$ cat config.mk
export PLATFORM = sky130hd
export DESIGN_NAME = circular_list_engine_top
export DESIGN_NICKNAME = d
export VERILOG_FILES = /design/src/sv/cle_pkg.sv /design/src/sv/cle_cell.sv /design/src/sv/cle_seq.sv /design/src/sv/circular_list_engine_top.sv
export SDC_FILE = /design/constraint.sdc
export NUM_CORES = 1
export LEC_CHECK = 0
export BUFFER_PORTS_ARGS = -buffer_cell sky130_fd_sc_hd__buf_2
export CAP_MARGIN = 20
export CORE_MARGIN = 2
export CORE_UTILIZATION = 40
export DETAILED_ROUTE_END_ITERATION = 16
export SKIP_CTS_REPAIR_TIMING = 1
export SLEW_MARGIN = 10
export SYNTH_ARGS = -nofsm -noshare
export SYNTH_HDL_FRONTEND = slang
export SYNTH_SLANG_ARGS = --single-unit
$ cat constraint.sdc
create_clock -name clk_i -period 12.1 [get_ports clk_i]
set_input_delay 2.42 -clock clk_i [delete_from_list [all_inputs] [get_ports clk_i]]
set_output_delay 2.42 -clock clk_i [all_outputs]
set_load 0.02 [all_outputs]
$ cat src/sv/cle_pkg.sv
// ----------------------------------------------------------------------------
// cle_pkg
// Shared widths, command and status codes, and cell control types for the
// circular list engine.
// ----------------------------------------------------------------------------
package cle_pkg;

  localparam int CAPACITY = 16;
  localparam int IDX_W    = $clog2(CAPACITY);
  localparam int CNT_W    = $clog2(CAPACITY + 1);

  localparam int CMD_W  = 3;
  localparam int DATA_W = 32;
  localparam int STAT_W = 2;
  localparam int POS_W  = 4;
  localparam int LEN_W  = 5;

  localparam int IN_FIELDS_W  = CMD_W + DATA_W;
  localparam int IN_TDATA_W   = ((IN_FIELDS_W + 7) / 8) * 8;
  localparam int OUT_FIELDS_W = STAT_W + DATA_W + POS_W + LEN_W;
  localparam int OUT_TDATA_W  = ((OUT_FIELDS_W + 7) / 8) * 8;
  localparam int OUT_PAD_W    = OUT_TDATA_W - OUT_FIELDS_W;

  typedef enum logic [CMD_W-1:0] {
    CMD_INS_FRONT = 3'd0,
    CMD_INS_BACK  = 3'd1,
    CMD_REM_FRONT = 3'd2,
    CMD_REM_BACK  = 3'd3,
    CMD_REM_VALUE = 3'd4,
    CMD_SEARCH    = 3'd5
  } cmd_e;

  typedef enum logic [STAT_W-1:0] {
    STAT_DONE     = 2'd0,
    STAT_EMPTY    = 2'd1,
    STAT_FULL     = 2'd2,
    STAT_NOTFOUND = 2'd3
  } status_e;

  typedef enum logic [2:0] {
    OP_HOLD       = 3'd0,
    OP_PUSH_FRONT = 3'd1,
    OP_APPEND     = 3'd2,
    OP_POP_FRONT  = 3'd3,
    OP_ROTATE     = 3'd4
  } cell_op_e;

  typedef struct packed {
    cell_op_e                op;
    logic [DATA_W-1:0]       value;
    logic [CNT_W-1:0]        count;
  } cell_ctl_t;

endpackage

$ cat src/sv/cle_cell.sv
// ----------------------------------------------------------------------------
// cle_cell
// One list entry. Shifts toward either neighbor, takes a new value or
// wraps the head around to the tail slot, as the broadcast op says.
// ----------------------------------------------------------------------------
module cle_cell
  import cle_pkg::*;
(
  input  logic              clk_i,
  input  cell_ctl_t         ctl_i,
  input  logic [CNT_W-1:0]  idx_i,
  input  logic [DATA_W-1:0] left_val_i,
  input  logic [DATA_W-1:0] right_val_i,
  input  logic [DATA_W-1:0] head_val_i,
  output logic [DATA_W-1:0] val_o
);

  logic [DATA_W-1:0] val_q, val_d;
  logic [CNT_W-1:0]  last_idx;

  assign last_idx = ctl_i.count - CNT_W'(1);

  always_comb begin
    val_d = val_q;
    unique case (ctl_i.op)
      OP_HOLD:       val_d = val_q;
      OP_PUSH_FRONT: val_d = (idx_i == '0) ? ctl_i.value : left_val_i;
      OP_APPEND:     val_d = (idx_i == ctl_i.count) ? ctl_i.value : val_q;
      OP_POP_FRONT:  val_d = right_val_i;
      OP_ROTATE:     val_d = (idx_i == last_idx) ? head_val_i : right_val_i;
      default:       val_d = val_q;
    endcase
  end

  always_ff @(posedge clk_i) begin
    val_q <= val_d;
  end

  assign val_o = val_q;

endmodule

$ cat src/sv/cle_seq.sv
// ----------------------------------------------------------------------------
// cle_seq
// Command sequencer: decodes transactions, keeps the entry count, drives
// the cell row and walks the ring for search and remove-by-value.
// ----------------------------------------------------------------------------
module cle_seq
  import cle_pkg::*;
(
  input  logic                   clk_i,
  input  logic                   rst_ni,
  input  logic                   s_axis_tvalid_i,
  output logic                   s_axis_tready_o,
  input  logic [IN_TDATA_W-1:0]  s_axis_tdata_i,
  output logic                   m_axis_tvalid_o,
  input  logic                   m_axis_tready_i,
  output logic [OUT_TDATA_W-1:0] m_axis_tdata_o,
  input  logic [DATA_W-1:0]      head_val_i,
  input  logic [DATA_W-1:0]      tail_val_i,
  output cell_ctl_t              ctl_o
);

  typedef enum logic [2:0] {
    ST_IDLE  = 3'b001,
    ST_WALK  = 3'b010,
    ST_REPLY = 3'b100
  } state_e;

  state_e            state_q, state_d;
  logic [CNT_W-1:0]  cnt_q, cnt_d;
  logic [CNT_W-1:0]  step_q, step_d;
  logic [CNT_W-1:0]  span_q, span_d;
  logic              found_q, found_d;
  logic              is_rem_q, is_rem_d;
  logic [DATA_W-1:0] key_q, key_d;
  logic [POS_W-1:0]  pos_q, pos_d;

  logic              out_valid_q, out_valid_d;
  status_e           out_stat_q, out_stat_d;
  logic [DATA_W-1:0] out_val_q, out_val_d;
  logic [POS_W-1:0]  out_pos_q, out_pos_d;
  logic [LEN_W-1:0]  out_len_q, out_len_d;

  logic              out_free, accept, match;
  cmd_e              in_cmd;
  logic [DATA_W-1:0] in_val;

  assign in_cmd   = cmd_e'(s_axis_tdata_i[CMD_W-1:0]);
  assign in_val   = s_axis_tdata_i[CMD_W +: DATA_W];
  assign out_free = !out_valid_q || m_axis_tready_i;
  assign s_axis_tready_o = (state_q == ST_IDLE) && out_free;
  assign accept   = s_axis_tvalid_i && s_axis_tready_o;
  assign match    = (head_val_i == key_q);

  always_comb begin
    state_d     = state_q;
    cnt_d       = cnt_q;
    step_d      = step_q;
    span_d      = span_q;
    found_d     = found_q;
    is_rem_d    = is_rem_q;
    key_d       = key_q;
    pos_d       = pos_q;
    out_valid_d = out_valid_q && !m_axis_tready_i;
    out_stat_d  = out_stat_q;
    out_val_d   = out_val_q;
    out_pos_d   = out_pos_q;
    out_len_d   = out_len_q;
    ctl_o.op    = OP_HOLD;
    ctl_o.value = in_val;
    ctl_o.count = cnt_q;

    unique case (state_q)
      ST_IDLE: begin
        if (accept) begin
          out_stat_d = STAT_DONE;
          out_val_d  = '0;
          out_pos_d  = '0;
          out_len_d  = LEN_W'(cnt_q);
          case (in_cmd) inside
            CMD_INS_FRONT, CMD_INS_BACK: begin
              out_valid_d = 1'b1;
              if (cnt_q == CNT_W'(CAPACITY)) begin
                out_stat_d = STAT_FULL;
              end else begin
                ctl_o.op  = (in_cmd == CMD_INS_FRONT) ? OP_PUSH_FRONT : OP_APPEND;
                cnt_d     = cnt_q + CNT_W'(1);
                out_len_d = LEN_W'(cnt_q + CNT_W'(1));
              end
            end
            CMD_REM_FRONT, CMD_REM_BACK: begin
              out_valid_d = 1'b1;
              if (cnt_q == '0) begin
                out_stat_d = STAT_EMPTY;
              end else begin
                if (in_cmd == CMD_REM_FRONT) begin
                  ctl_o.op  = OP_POP_FRONT;
                  out_val_d = head_val_i;
                end else begin
                  out_val_d = tail_val_i;
                end
                cnt_d     = cnt_q - CNT_W'(1);
                out_len_d = LEN_W'(cnt_q - CNT_W'(1));
              end
            end
            CMD_REM_VALUE, CMD_SEARCH: begin
              if (cnt_q == '0) begin
                out_valid_d = 1'b1;
                out_stat_d  = STAT_EMPTY;
              end else begin
                state_d  = ST_WALK;
                step_d   = '0;
                span_d   = cnt_q;
                found_d  = 1'b0;
                is_rem_d = (in_cmd == CMD_REM_VALUE);
                key_d    = in_val;
                pos_d    = '0;
              end
            end
            default: begin
              out_valid_d = 1'b1;
            end
          endcase
        end
      end
      ST_WALK: begin
        if (is_rem_q && match && !found_q) begin
          ctl_o.op = OP_POP_FRONT;
          cnt_d    = cnt_q - CNT_W'(1);
          found_d  = 1'b1;
        end else begin
          ctl_o.op = OP_ROTATE;
          if (!is_rem_q && match && !found_q) begin
            found_d = 1'b1;
            pos_d   = POS_W'(step_q);
          end
        end
        step_d = step_q + CNT_W'(1);
        if (step_q == span_q - CNT_W'(1)) begin
          state_d = ST_REPLY;
        end
      end
      ST_REPLY: begin
        if (out_free) begin
          out_valid_d = 1'b1;
          out_stat_d  = found_q ? STAT_DONE : STAT_NOTFOUND;
          out_val_d   = '0;
          out_pos_d   = pos_q;
          out_len_d   = LEN_W'(cnt_q);
          state_d     = ST_IDLE;
        end
      end
      default: begin
        state_d = ST_IDLE;
      end
    endcase
  end

  always_ff @(posedge clk_i or negedge rst_ni) begin
    if (!rst_ni) begin
      state_q     <= ST_IDLE;
      cnt_q       <= '0;
      out_valid_q <= 1'b0;
    end else begin
      state_q     <= state_d;
      cnt_q       <= cnt_d;
      out_valid_q <= out_valid_d;
    end
  end

  always_ff @(posedge clk_i) begin
    step_q     <= step_d;
    span_q     <= span_d;
    found_q    <= found_d;
    is_rem_q   <= is_rem_d;
    key_q      <= key_d;
    pos_q      <= pos_d;
    out_stat_q <= out_stat_d;
    out_val_q  <= out_val_d;
    out_pos_q  <= out_pos_d;
    out_len_q  <= out_len_d;
  end

  assign m_axis_tvalid_o = out_valid_q;
  assign m_axis_tdata_o  = {{OUT_PAD_W{1'b0}}, out_len_q, out_pos_q, out_val_q, out_stat_q};

endmodule

$ cat src/sv/circular_list_engine_top.sv
// ----------------------------------------------------------------------------
// circular_list_engine_top
// Ordered circular list of signed 32-bit values held in a row of cells.
// ----------------------------------------------------------------------------
// Usage:
//   Input stream carries one command per transaction (insert front/back,
//   remove front/back, remove value, search) with its operand. Output
//   stream returns one result per command: status, removed value, search
//   position and list length after the command.
//   List entries sit in order in a row of cells, cell 0 holding the front.
//   Inserts and removes at either end need no ring walk: the result is
//   registered and shown the cycle after the transaction.
//   Search and remove-value rotate the ring through the cell row, one entry
//   compared against cell 0 per cycle, once round the whole list, then the
//   result is posted from the reply state once the output register is free.
//   One command is in work at a time; a new one is taken once the output
//   register is free or being drained in the same cycle.
//   Reset empties the list at once. A stalled receiver holds the result
//   and blocks further commands until it is taken.
// ----------------------------------------------------------------------------
module circular_list_engine_top
  import cle_pkg::*;
(
  input  logic                   clk_i,
  input  logic                   rst_ni,
  input  logic                   s_axis_tvalid_i,
  output logic                   s_axis_tready_o,
  // cmd [2:0], value [34:3], zero pad
  input  logic [IN_TDATA_W-1:0]  s_axis_tdata_i,
  output logic                   m_axis_tvalid_o,
  input  logic                   m_axis_tready_i,
  // status [1:0], out_value [33:2], position [37:34], length [42:38], zero pad
  output logic [OUT_TDATA_W-1:0] m_axis_tdata_o
);

  cell_ctl_t         ctl;
  logic [DATA_W-1:0] cell_val [CAPACITY];
  logic [DATA_W-1:0] tail_val;
  logic [IDX_W-1:0]  tail_idx;

  assign tail_idx = IDX_W'(ctl.count - CNT_W'(1));
  assign tail_val = cell_val[tail_idx];

  cle_seq u_seq (
    .clk_i           (clk_i),
    .rst_ni          (rst_ni),
    .s_axis_tvalid_i (s_axis_tvalid_i),
    .s_axis_tready_o (s_axis_tready_o),
    .s_axis_tdata_i  (s_axis_tdata_i),
    .m_axis_tvalid_o (m_axis_tvalid_o),
    .m_axis_tready_i (m_axis_tready_i),
    .m_axis_tdata_o  (m_axis_tdata_o),
    .head_val_i      (cell_val[0]),
    .tail_val_i      (tail_val),
    .ctl_o           (ctl)
  );

  for (genvar j = 0; j < CAPACITY; j++) begin : g_cell
    logic [DATA_W-1:0] left_val, right_val;
    if (j == 0) begin : g_first
      assign left_val = '0;
    end else begin : g_mid_l
      assign left_val = cell_val[j-1];
    end
    if (j == CAPACITY - 1) begin : g_last
      assign right_val = cell_val[0];
    end else begin : g_mid_r
      assign right_val = cell_val[j+1];
    end
    cle_cell u_cell (
      .clk_i       (clk_i),
      .ctl_i       (ctl),
      .idx_i       (CNT_W'(j)),
      .left_val_i  (left_val),
      .right_val_i (right_val),
      .head_val_i  (cell_val[0]),
      .val_o       (cell_val[j])
    );
  end

endmodule

=== After elaboration in Yosys (flattened, before gate mapping) ===
Index checks and enable logic that the tools add are counted.

* Reductions and logical operators: 46
* Mux-type cells: 124
* Add/sub/neg operators: 4
* Order comparisons: 1
* Eq/ne operators: 72
* Bitwise gates (word level): 4

{| class="wikitable"
|+ Operators with widths
! operator !! count
|-
| 32-bit case mux with 4 select lines || 15
|-
| 32-bit 2-to-1 mux || 39
|-
| 32-bit binary-select mux with 4-bit select || 1
|-
| 32-bit case mux with 3 select lines || 1
|-
| 4-bit by 5-bit equality test with 1-bit output (first input constant) || 15
|-
| 32-bit case mux with 2 select lines || 1
|-
| 5-bit 2-to-1 mux || 12
|-
| 2-bit by 1-bit != test with 1-bit output (second input constant) || 21
|-
| 3-bit by 5-bit equality test with 1-bit output (first input constant) || 8
|-
| 3-bit 2-to-1 mux || 13
|-
| 4-bit 2-to-1 mux || 9
|-
| 32-bit equality test || 1
|-
| 5-bit case mux with 2 select lines || 3
|-
| 2-bit AND reduction || 15
|-
| 2-bit by 5-bit equality test with 1-bit output (first input constant) || 4
|-
| 2-bit 2-to-1 mux || 9
|-
| 4-bit case mux with 2 select lines || 2
|-
| 3-bit by 2-bit equality test with 1-bit output (second input constant) || 5
|-
| 1-bit 2-to-1 mux || 14
|-
| 7-bit AND reduction || 2
|-
| 3-bit equality test (second input constant) || 4
|-
| 2-bit != test (second input constant) || 6
|-
| 6-bit AND reduction || 2
|-
| 5-bit by 1-bit adder with 5-bit output (second input constant) || 2
|-
| other kinds (24) || 47
|}

* Register bits: 612
* Output and inout bits: 50
* Input port bits: 44
* Word-level logic and storage cells: 280

=== Longest topological paths before layout ===
* Word-level depth: 11
* Mapped depth: 14
* Depth with buffers taken out: 8

=== By module ===
A second synthesis with hierarchy kept.

* Cells, all modules: 4,138
* Area, all modules: 49,069.6 µm²

{| class="wikitable"
|+ Modules (own cells, without submodules)
! module !! instances !! area an instance (µm²) !! sequential area each (µm²) !! cells each
|-
| cle_cell || 16 || 2,493.6 || 960.9 || 211
|-
| cle_seq || 1 || 5,043.6 || 2,959.1 || 440
|-
| circular_list_engine_top || 1 || 4,127.7 || 0.0 || 322
|}

=== Worst setup path after synthesis ===
Ideal clock, no wire load.

* Path type: in2reg
* Start: input port s_axis_tdata_i[2]
* End: register g_cell[12].u_cell.val_q[0] (enable)
* Stages: 7
* Library setup time: 0.432 ns
* Arrival time: 5.175 ns
* Path slack: 6.494 ns
* Required time: 11.668 ns
* Cell sequence: buf_2 nand2b_1 nor2_1 a21o_1 a21oi_1 clkbuf_1 a21oi_1

* Cells in the longest elaborated chain, start to end: 10
* Elaborated cells on any way between the ends: 21
* Classes of those cells: 8 x eq/ne; 8 x mux; 5 x reduce/logical

{| class="wikitable"
|+ RTL lines
! item !! RTL line !! source
|-
| start: declaration || circular_list_engine_top.sv:29 || <nowiki>input logic [IN_TDATA_W-1:0] s_axis_tdata_i,</nowiki>
|-
| 3-bit by 2-bit equality test with 1-bit output || cle_seq.sv:95 || <nowiki>if (in_cmd == CMD_REM_FRONT) begin</nowiki>
|-
| 2-bit 2-to-1 mux || cle_seq.sv:95 ||
|-
| 3-bit 2-to-1 mux || cle_seq.sv:92 || <nowiki>if (cnt_q == '0) begin</nowiki>
|-
| 3-bit 2-to-1 mux || cle_seq.sv:79 || <nowiki>case (in_cmd) inside</nowiki>
|-
| 3-bit 2-to-1 mux (*) || cle_seq.sv:79 ||
|-
| 3-bit 2-to-1 mux (*) || cle_seq.sv:74 || <nowiki>if (accept) begin</nowiki>
|-
| 3-bit case mux with 2 select lines (*) || cle_seq.sv:72 || <nowiki>unique case (state_q)</nowiki>
|-
| 3-bit by 2-bit equality test with 1-bit output (tied with other cells) || cle_cell.sv:25 || <nowiki>unique case (ctl_i.op)</nowiki>
|-
| 2-bit by 1-bit != test with 1-bit output (no line) or 4-bit nonzero test (tied branches) || - ||
|-
| 2-bit AND reduction (no line) (*) || - ||
|-
| end signal: assignment || cle_cell.sv:36 || <nowiki>val_q <= val_d;</nowiki>
|-
| end: declaration || cle_cell.sv:18 || <nowiki>logic [DATA_W-1:0] val_q, val_d;</nowiki>
|}

Every way passes the cells marked *; elsewhere a longest branch is shown, timed or not.
A chain may end at the register's enable or synchronous reset.

=== Final worst setup path ===
* Start: input port s_axis_tdata_i[1]
* End: register g_cell[6].u_cell.val_q[21] (data pin)

* Cells in the longest elaborated chain, start to end: 9
* Elaborated cells on any way between the ends: 19
* Classes of those cells: 7 x eq/ne; 9 x mux; 3 x reduce/logical

{| class="wikitable"
|+ RTL lines
! item !! RTL line
|-
| 3-bit by 2-bit equality test with 1-bit output || cle_seq.sv:95
|-
| 2-bit 2-to-1 mux || cle_seq.sv:95
|-
| 3-bit 2-to-1 mux || cle_seq.sv:92
|-
| 3-bit 2-to-1 mux || cle_seq.sv:79
|-
| 3-bit 2-to-1 mux (*) || cle_seq.sv:79
|-
| 3-bit 2-to-1 mux (*) || cle_seq.sv:74
|-
| 3-bit case mux with 2 select lines (*) || cle_seq.sv:72
|-
| 3-bit equality test (tied with other cells) || cle_cell.sv:25
|-
| 32-bit case mux with 4 select lines (*) || cle_cell.sv:25
|-
| named net g_cell[6].u_cell.val_d[21] || cle_cell.sv:18
|-
| end signal: assignment || cle_cell.sv:36
|-
| end: declaration || cle_cell.sv:18
|}

Mark *: on every way through the listed nets, which the timed path passes. The rest lies on a longest branch.

==> summary.txt <==
Run status
  – Status: finished clean

Final layout
  – Most common library cell in the layout ignoring fill and taps: edfxtp_1
  – Final instance area: 0.0393 mm^2
  – Ratio of cells with drive above 1 in the final layout: 0.163
  – Final Net Count: 3,302
  – Most frequent cells in the layout: 603 x edfxtp_1, 452 x nor2_1, 410 x o21ai_0
  – Final cell count without fillers: about 4,500
  – P&R area growth vs syn: 9.40%
  – Fin util: 0.443

STA
  – Slew headroom: 0.197
  – Fin crit period: 6.36 ns
  – Slew @ Worst Pin: between 1 and 1.5 ns
  – Worst hold slack: just over 0.5 ns
  – Fin crit share: 0.525
  – FMAX: around 0.16 GHz
  – Setup TNS Final: 0 ns
  – RSZ-0062 raised after global routing: false
  – Final hold vios: 0
  – Final setup vio count: 0
  – Skew final: ~0.024 ns
  – Final Max Tran Viols: 0

CTS
  – Clk_lat worst skew: 0.63 ns
  – Total CTS buffers: 67
  – Root Driver: clkbuf_16
  – Clock H-tree levels: 3
  – Clock tree from TritonCTS: yes
  – CTS Buffer Depth: 3
  – Clk slew on worst S/H paths: 0.06 ns
  – Clock Sinks: 612

Setup path
  – CP Max Fanout: 87
  – Worst setup EP type: flop
  – Setup crit start kind: primary input
  – CP Class: in -> reg
  – Crit path DAT: 6.78 ns
  – CP required: 12.52 ns

Die
  – Die Area: 0.0921 mm^2
  – Die height: about 300 um
  – Initial Util: 0.405
  – Die Width: 304 um
  – Core Region: between 0.08 and 0.09 mm^2
  – IO Count: 94
  – Row count: 109

Detailed routing
  – DR WL/cell: 31.7 um
  – Post-route ant nets: 0
  – Initial drt markers: 5,191
  – Vias: around 31,000
  – Final wirelength: 142 mm
  – Routed vias/inst: 6.97
  – Drt pass-1 iters: 7
  – Drt drc: 0

Run
  – Max cap viols: 0

Global route
  – First-pass GRT wire length: roughly 200 mm
  – GRT Resource Usage Total: 0.303
  – GRT overflow: 0
  – Number of global-route vias before repair: approximately 30,000
  – Largest net degree at the start of global routing: 226
  – Antenna violations before repair: 8

Pwr
  – PD cells: about 200 mW/mm^2
  – Static leakage: about 12 nW
  – Maximum VDD drop: 324 uV

Yosys
  – Post-synth top flop: edfxtp_1
  – Synth area leader: edfxtp_1
  – Post-synth EDFFs: roughly 600
  – Top post-synthesis cells by area: edfxtp_1 50%, mux4_2 10%, a31oi_1 6.8%
  – Synth async-reset ratio: 0.0147
  – Yosys Warn Count: 0
  – Cells after Synth: 3,396
  – Cell area after synthesis: roughly 0.036 mm^2
  – Unique cell type count in the Yosys netlist: 69
  – Syn_area_per_cell: 10.6 um^2
  – Yosys top cell area share: 0.504
  – Yosys reg bits: 612
  – Register area share after synthesis: 0.511

Place
  – DP Area: 0.0372 mm^2
  – Placed Cells: 4,342
  – RD Place Congestion: roughly 0.87
  – DP Wirelength: 74.1 mm
  – PortBufs: 83

Min path
  – Worst Hold Class: reg -> reg
## stage by stage
stage	worst slack (ns)	power (mW)
floorplan	6.49	4.89
global placement	5.17	5.89
detailed placement	5.15	5.92
CTS	5.78	7.87
global route	5.65	8.17
finish	5.74	7.96
## cell usage after synthesis (21+ instances only)
master,number
and2_1,75
o21ai_0,419
a31oi_1,389
mux4_2,160
o221ai_1,30
clkbuf_1,222
nand3_1,384
mux2_2,33
buf_1,21
a221o_1,65
buf_2,111
nand2_1,107
nor2_1,455
xor2_1,33
nor2_2,25
a21oi_1,57
edfxtp_1,603
## sequential cells by signal, summed over array words and instances, names as in the netlist
| name | count |
|---|---|
| g_cell.u_cell.val_o | 512 |
| u_seq.key_q | 32 |
| u_seq.out_val_q | 32 |
| u_seq.cnt_q | 5 |
| u_seq.out_len_q | 5 |
| u_seq.span_q | 5 |
| u_seq.step_q | 5 |
| u_seq.out_pos_q | 4 |
| u_seq.pos_q | 4 |
| u_seq.state_q | 3 |
| u_seq.out_stat_q | 2 |
| u_seq.found_q | 1 |
| u_seq.is_rem_q | 1 |
| u_seq.m_axis_tvalid_o | 1 |
## kinds of logic after synthesis
kind of cell | count (synthesis) | share of synthesized area
AND/OR/NAND/NOR | 1127 | 0.146
multiplexers | 194 | 0.111
other | 1 | 0.000104
flip-flops | 612 | 0.511
AO/OA/AOI/OAI | 1011 | 0.170
adder cells (fa/ha/maj) | 9 | 0.00314
buffers and inverters | 395 | 0.0478
XOR/XNOR | 47 | 0.0117
## cell type report
cell class,count,area [um^2]
flip-flops and latches,612,18300
inverters,15,56.3
repair buffers,160,1080
multi-input cells,2393,16300
clock inverters,36,188
well taps,1165,1460
fillers,8286,49400
clock buffers,82,1820
diodes,6,15.0
## worst max-delay path, cell delays in order
cell and delay (ns):
buf_2 0.24, nand2b_1 0.20, or2_2 0.31, buf_4 0.39, o31ai_4 0.30, buf_4 0.33
or2_4 0.42, buf_4 0.82, buf_4 0.54, buf_16 0.31, nor2_1 0.07, o221ai_1 0.24
## where the power goes
group / internal, mW / switching (mW) / total, mW
Combinational: 1.26 / 1.93 / 3.19
Clock: 1.09 / 0.888 / 1.97
Sequential: 2.64 / 0.151 / 2.79
Total: 4.99 / 2.97 / 7.96
## layer usage
| metal | part of all wire | global-route usage | wire [um] | vias up |
|---|---|---|---|---|
| met2 | 0.43 | 0.445 | 61500 | 2559 |
| met3 | 0.15 | 0.0993 | 21100 | 495 |
| met5 | 0.00016 | 0 | 22 | - |
| met1 | 0.36 | 0.395 | 50700 | 15300 |
| li1 | - | - | - | 12800 |
| met4 | 0.061 | 0.165 | 8610 | 4 |
## path summary, 6_finish.rpt
check / startpoint / to / slack, ns / cells after the start
worst max-delay path: s_axis_tdata_i[1] / g_cell[6].u_cell.val_o[21]$_DFFE_PP_ / 5.74 / 12
worst min-delay path: u_seq.pos_q[2]$_SDFFCE_PN0P_ / u_seq.out_pos_q[2]$_SDFFCE_PN0P_ / 0.52 / 1
worst max register to register: u_seq.cnt_q[1]$_DFFE_PN0P_ / g_cell[2].u_cell.val_o[17]$_DFFE_PP_ / 6.69 / 11
worst min register to register: u_seq.pos_q[2]$_SDFFCE_PN0P_ / u_seq.out_pos_q[2]$_SDFFCE_PN0P_ / 0.52 / 1
max in group asynchronous: rst_ni / u_seq.state_q[0]$_DFFE_PN1P_ / 10.17 / 1
min in group asynchronous: rst_ni / u_seq.cnt_q[2]$_DFFE_PN0P_ / 1.67 / 1
(Power assumes the default switching activity.)
